==> src/rtl/core/alternating_drop_mode_filter_macros.svh <==
// assertion macros for the alternating drop mode filter
// used by the top level; no other dependencies
`ifndef ALTERNATING_DROP_MODE_FILTER_MACROS_SVH
`define ALTERNATING_DROP_MODE_FILTER_MACROS_SVH

`ifndef SYNTHESIS
`define ADM_ASSERT_IMPL(label, clk, rst_n, ante, cons) \
    label: assert property (@(posedge clk) disable iff (!(rst_n)) (ante) |-> (cons)) \
        else $error("assertion failed");
`define ADM_ASSERT_NEXT(label, clk, rst_n, ante, cons) \
    label: assert property (@(posedge clk) disable iff (!(rst_n)) (ante) |=> (cons)) \
        else $error("assertion failed");
`else
`define ADM_ASSERT_IMPL(label, clk, rst_n, ante, cons)
`define ADM_ASSERT_NEXT(label, clk, rst_n, ante, cons)
`endif

`endif

==> src/rtl/core/adm_pkg.sv <==
// shared types and constants for the alternating drop mode filter
// no dependencies
`default_nettype none
package adm_pkg;

    localparam int SAMPLE_W = 16;
    localparam int RIDX_W   = 3;

    localparam logic             REG_RETURN_INDEX = 1'b0;
    localparam logic [RIDX_W-1:0] RIDX_RESET      = 3'd2;

    typedef struct packed {
        logic en;
        logic from_top;
        logic at_end;
    } t_cell_ctrl;

    typedef struct packed {
        logic signed [SAMPLE_W-1:0] value;
        logic                       gt;
        logic                       lt;
    } t_link;

endpackage
`default_nettype wire

==> src/rtl/core/adm_cell.sv <==
// one compare-and-shift cell of the sorted window row
// depends on adm_pkg
`default_nettype none
module adm_cell import adm_pkg::*; (
    input  wire logic                       i_clk,
    input  wire t_cell_ctrl                 i_ctrl,
    input  wire logic signed [SAMPLE_W-1:0] i_sample,
    input  wire t_link                      i_lower,
    input  wire t_link                      i_upper,
    output t_link                           o_link,
    output logic signed [SAMPLE_W-1:0]      o_next
);

    logic signed [SAMPLE_W-1:0] r_value;
    logic signed [SAMPLE_W-1:0] n_value;
    logic                       own_gt;
    logic                       own_lt;
    logic                       take;
    logic                       shift;

    assign own_gt = r_value > i_sample;
    assign own_lt = r_value < i_sample;

    always_comb begin
        take  = i_ctrl.at_end || (i_ctrl.from_top ? own_gt : own_lt);
        shift = i_ctrl.from_top ? i_lower.gt : i_upper.lt;
        if (!i_ctrl.en || !take) begin
            n_value = r_value;
        end else if (shift) begin
            n_value = i_ctrl.from_top ? i_lower.value : i_upper.value;
        end else begin
            n_value = i_sample;
        end
    end

    always_ff @(posedge i_clk) begin
        r_value <= n_value;
    end

    assign o_link = '{value: r_value, gt: own_gt, lt: own_lt};
    assign o_next = n_value;

endmodule
`default_nettype wire

==> config.mk <==
export PLATFORM = sky130hd
export DESIGN_NAME = adm_cell
export DESIGN_NICKNAME = d
export VERILOG_FILES = /design/src/rtl/core/alternating_drop_mode_filter_macros.svh /design/src/rtl/core/adm_pkg.sv /design/src/rtl/core/adm_cell.sv
export SDC_FILE = /design/constraint.sdc
export NUM_CORES = 1
export LEC_CHECK = 0
export BUFFER_PORTS_ARGS = -buffer_cell sky130_fd_sc_hd__buf_4
export CAP_MARGIN = 20
export CORE_MARGIN = 2
export CORE_UTILIZATION = 40
export DETAILED_ROUTE_END_ITERATION = 10
export HOLD_SLACK_MARGIN = 0.12
export PLACE_DENSITY = 0.79
export SLEW_MARGIN = 20
export SYNTH_ARGS = -nofsm -noshare
export SYNTH_HDL_FRONTEND = slang
export SYNTH_SLANG_ARGS = --single-unit
export TNS_END_PERCENT = 50
==> constraint.sdc <==
create_clock -name i_clk -period 5.9 [get_ports i_clk]
set_input_delay 1.475 -clock i_clk [delete_from_list [all_inputs] [get_ports i_clk]]
set_output_delay 1.475 -clock i_clk [all_outputs]
set_load 0.03 [all_outputs]
* After elaboration in Yosys (flattened, before gate mapping)
Cells that the tools add are included.
** Cells by class
- Magnitude comparators :: 2
- Multiplexer cells :: 5
- Reduce and logical (&&, ||, !) cells :: 4
** Operators with widths (count)
- 16-bit 2-to-1 mux :: 3
- 16-bit > comparator :: 1
- 16-bit less-than comparator :: 1
- 1-bit zero test :: 2
- 1-bit logical OR :: 2
- 1-bit 2-to-1 mux :: 2
** Word-level totals
- Bits in registers :: 16
- Input port bits :: 56
- Output and inout port bits :: 34
- Word-level logic and storage cells :: 12

* Logic depth before layout (Yosys ltp)
- Depth after elaboration :: 6
- Mapped depth :: 10
- Mapped depth without buffers :: 9

* Worst setup path after synthesis
No wires, ideal clock.
- Path kind :: input port to output port
- From :: input port i_sample[15]
- To :: output port o_next[0]
- Arrival :: 4.064 ns
- Required time :: 4.425 ns
- Slack :: 0.361 ns
- Stages on the path :: 10
- Buffers on the path :: 1
- Cell sequence :: inv_1 ha_1 nand4_4 nor4_4 o21ai_2 nand3_1 mux2_2 a221oi_4 buf_6 mux2i_1
** Between the ends
- Cells in the longest elaborated chain, start to end :: 6
- Elaborated cells between the ends (all ways) :: 7
- Those cells by class :: order compare: 2; mux: 2; reduce/logical: 3
** RTL lines
- from (decl) :: RTL line adm_cell.sv:7 : input wire logic signed [SAMPLE_W-1:0] i_sample,
- 16-bit less-than comparator or 16-bit > comparator (tied branches) :: RTL line adm_cell.sv:22, adm_cell.sv:21
- 1-bit 2-to-1 mux * :: RTL line adm_cell.sv:25 : take = i_ctrl.at_end || (i_ctrl.from_top ? own_gt : own_lt);
- 1-bit logical OR * :: RTL line adm_cell.sv:25
- 1-bit zero test * :: RTL line adm_cell.sv:27 : if (!i_ctrl.en || !take) begin
- 1-bit logical OR * :: RTL line adm_cell.sv:27
- 16-bit 2-to-1 mux * :: RTL line adm_cell.sv:27
- to (decl) :: RTL line adm_cell.sv:11 : output logic signed [SAMPLE_W-1:0] o_next
Mark *: on every way between the ends. The rest lies on a longest branch, timed or not.

* Worst setup path in the final report
- From :: input port i_sample[15]
- To :: output port o_next[15]
** Between the ends
- Cells in the longest elaborated chain, start to end :: 6
- Elaborated cells between the ends (all ways) :: 8
- Those cells by class :: order compare: 2; mux: 3; reduce/logical: 3
** RTL lines (RTL line)
- 16-bit less-than comparator or 16-bit > comparator (tied branches) :: adm_cell.sv:22, adm_cell.sv:21
- 1-bit 2-to-1 mux :: adm_cell.sv:25
- 1-bit logical OR :: adm_cell.sv:25
- 1-bit zero test :: adm_cell.sv:27
- 1-bit logical OR :: adm_cell.sv:27
- 16-bit 2-to-1 mux * :: adm_cell.sv:27
Marks and branches as above.

==> flow_metrics.py <==
metrics = {
    "sta": {
        "setup_viol": 0,
        "timing.final.crit_share_pct": 94.32,
        "max_freq_mhz": 179.7,
        "holdWs_ps": 542.5,
        "rsz0062_at_grt": "no",
        "period_minus_slack_ps": 5565,
        "slew-limit-headroom_pct": 52.20,
        "skew_ps": 1.389,
        "worst_slew_pin_slew_ps": 703.2,
        "hold_violations": 0,
        "slew_violations": 0,
        "setup_slack_ps": 335.0,
        "setup_tns_ps": 0,
    },
    "layout": {
        "drive_gt1_share_pct": 48.57,
        "diodes": 0,
        "layout_common_cells": "91 x buf_4, 22 x nand2_1, 18 x inv_1",
        "final_util_pct": 64.17,
        "syn2layout_area_growth_pct": 51.72,
        "fill_cells": 316,
        "largestRegisters": "r_value x16",
        "nNetsFinal": 318,
        "layout_commonest_cell": "buf_4",
        "largest-register": "r_value",
        "largest_reg_flops": 16,
        "instances_no_fill": 291,
    },
    "critical_path": {
        "worstPathRequired_ps": 4430,
        "end_kind": "primary output",
        "r2r_slack_ps": 3110,
        "crit_fanout": 5,
        "crit_type": "input port to primary output",
        "r2r_cells": 9,
        "reg2reg_from": "r_value[15]",
        "cp_data_arrival_time_ps": 4090,
        "r2r_end": "r_value[15]",
        "startpoint_type": "input port",
    },
    "clock_tree": {
        "insertion_delay_ps": 290,
        "htreeDepth": 1,
        "cts_resized": 0,
        "max-clock-path-buffers": 2,
        "clockRootBuffer": "clkbuf_4",
        "cts_tree": "done",
        "cts_setup_buffers": 0,
        "hold_buffers": 0,
        "cts_sinks": 16,
        "clkSlewWorstSetupHoldPaths_ps": 110,
        "cts_buffers": 3,
    },
    "synth": {
        "ys_top_cells_by_area": "dfxtp_1 23%, ha_1 14%, mux2i_1 13%",
        "synth_area_um2": 1423,
        "yosysUniqueCellTypes": 30,
        "yosysTopAreaCell": "dfxtp_1",
        "syn_nets": 230,
        "synth_compound_area_share_pct": 13.19,
        "synth-seq-area-share_pct": 22.52,
        "synthFlopType": "dfxtp_1",
        "ys.warnings.count": 0,
        "synth_top_family_by_area": "multiplexers",
        "synth_edf_count": 0,
        "synth_mux_area_share_pct": 27.70,
        "synthXorXnorAreaFrac_pct": 0,
        "synth_cells": 158,
        "yosys.area_share.simple_pct": 14.60,
        "postSynth.asyncResetShare_pct": 0,
        "synth_seq_cells": 16,
        "synth_area_per_cell_um2": 9.004,
        "yosys.area_share.adder_pct": 14.07,
        "synth.top_cell.area_share_pct": 22.52,
    },
    "placement": {
        "place_hpwl_um": 3012,
        "io_buffers": 87,
        "dpl_worst_slack_ps": 319.6,
        "dp.cells": 287,
        "place_congestion": 0.7279,
    },
    "drt": {
        "dr.pass1.iters": 4,
        "drt_iter0_markers": 36,
        "routed_wl_um": 3553,
        "drc": 0,
        "wire_per_inst_um": 12.21,
        "wl_met1_um": 1523,
        "vias_per_cell": 4.869,
        "ant_nets": 0,
        "top_layer": "met4",
        "route.vias.total": 1417,
        "met2WireLength_um": 1785,
        "wl_met3_um": 227,
    },
    "floorplan": {
        "die_h_um": 63.64,
        "die_w_um": 63.64,
        "initial_core_util_pct": 42.30,
        "die-area_um2": 4049,
        "rows": 21,
        "pin_count": 90,
        "core_area_um2": 3363,
    },
    "pwr": {
        "p_per_area_nw_per_um2": 519.0,
        "static-leakage-power_nw": 1.168,
        "ir_worst_vdd_mv": 0.2825,
    },
    "grt": {
        "antenna_found_initial": 0,
        "grt_max_degree": 21,
        "grt_pass1_vias": 1419,
        "overflow": 0,
        "grt_pass1_wl_um": 6134,
        "track_usage_pct": 18.77,
    },
    "min_path": {
        "hold_start": "r_value[0]",
        "worstHoldPathCells": 2,
        "hold_path_end": "r_value[0]",
        "hold_path.class": "flip-flop to flip-flop",
    },
    "status": {
        "status": "completed",
    },
    "job": {
        "drv_cap": 0,
    },
}
## per-stage QoR
step,cell area [µm²],power [mW]
3_3_place_gp,2122,1.038
4_1_cts,2158,1.130
6_report,2158,1.120
3_5_place_dp,2122,1.051
2_1_floorplan,1423,0.7821
5_1_grt,2158,1.196
## cells by family (layout without fill, tap and decap cells)
group,after synthesis,count (layout)
mux,34,34
simple gates,37,37
compound gates,29,29
buf+inv,26,113
flops,16,16
fa+ha+maj,16,16
## report_power, final
group	switching [mW]	internal, mW	leakage, nW
registers	0.0455	0.167	0.135
logic	0.477	0.354	1.01
clock network	0.0393	0.0376	0.0210
total	0.562	0.558	1.17
## layout make-up
type	instances	area, µm²	area share, %
inverter	18	67.56	3.130
sequential	16	320.3	14.84
clock buffer	4	36.28	1.681
timing repair buffer	91	683.2	31.65
tap	46	57.56	2.667
multi-input combinational	116	993.5	46.03
## critical path: stages
cell	delay, ps
buf_4	80
inv_1	30
ha_1	380
nand4_4	160
nor4_4	370
o21ai_2	110
nand3_1	150
mux2_2	380
a221oi_4	210
buf_4	210
mux2_2	360
buf_4	170
## layer usage
| layer | up-vias | global-route usage, % |
|---|---|---|
| li1 | 721 | - |
| met1 | 646 | 22.54 |
| met2 | 48 | 34.21 |
| met3 | 2 | 3.750 |
| met4 | 0 | 4.076 |
| met5 | - | 0 |
## cells in the mapped netlist, types with 2 or more instances
cell      count
a21oi_1       7
buf_4         2
clkbuf_1      4
dfxtp_1      16
ha_1         16
inv_1        18
mux2_2        7
mux2_4        9
mux2i_1      18
nand2_1      22
nor2_1        2
nor3_1        3
nor3b_1       2
o21ai_0      16
## worst max path at each step
stage	start	endpoint	slack (ps)	cells after the start
after floorplan	i_sample[15]	o_next[0]	360	10
after global placement	i_sample[15]	o_next[4]	320	12
after detailed placement	i_sample[15]	o_next[15]	320	12
after CTS	i_sample[15]	o_next[15]	300	12
after global routing	i_sample[15]	o_next[1]	150	12
final	i_sample[15]	o_next[15]	330	12
Note: power is estimated with default switching activity, not from simulation.
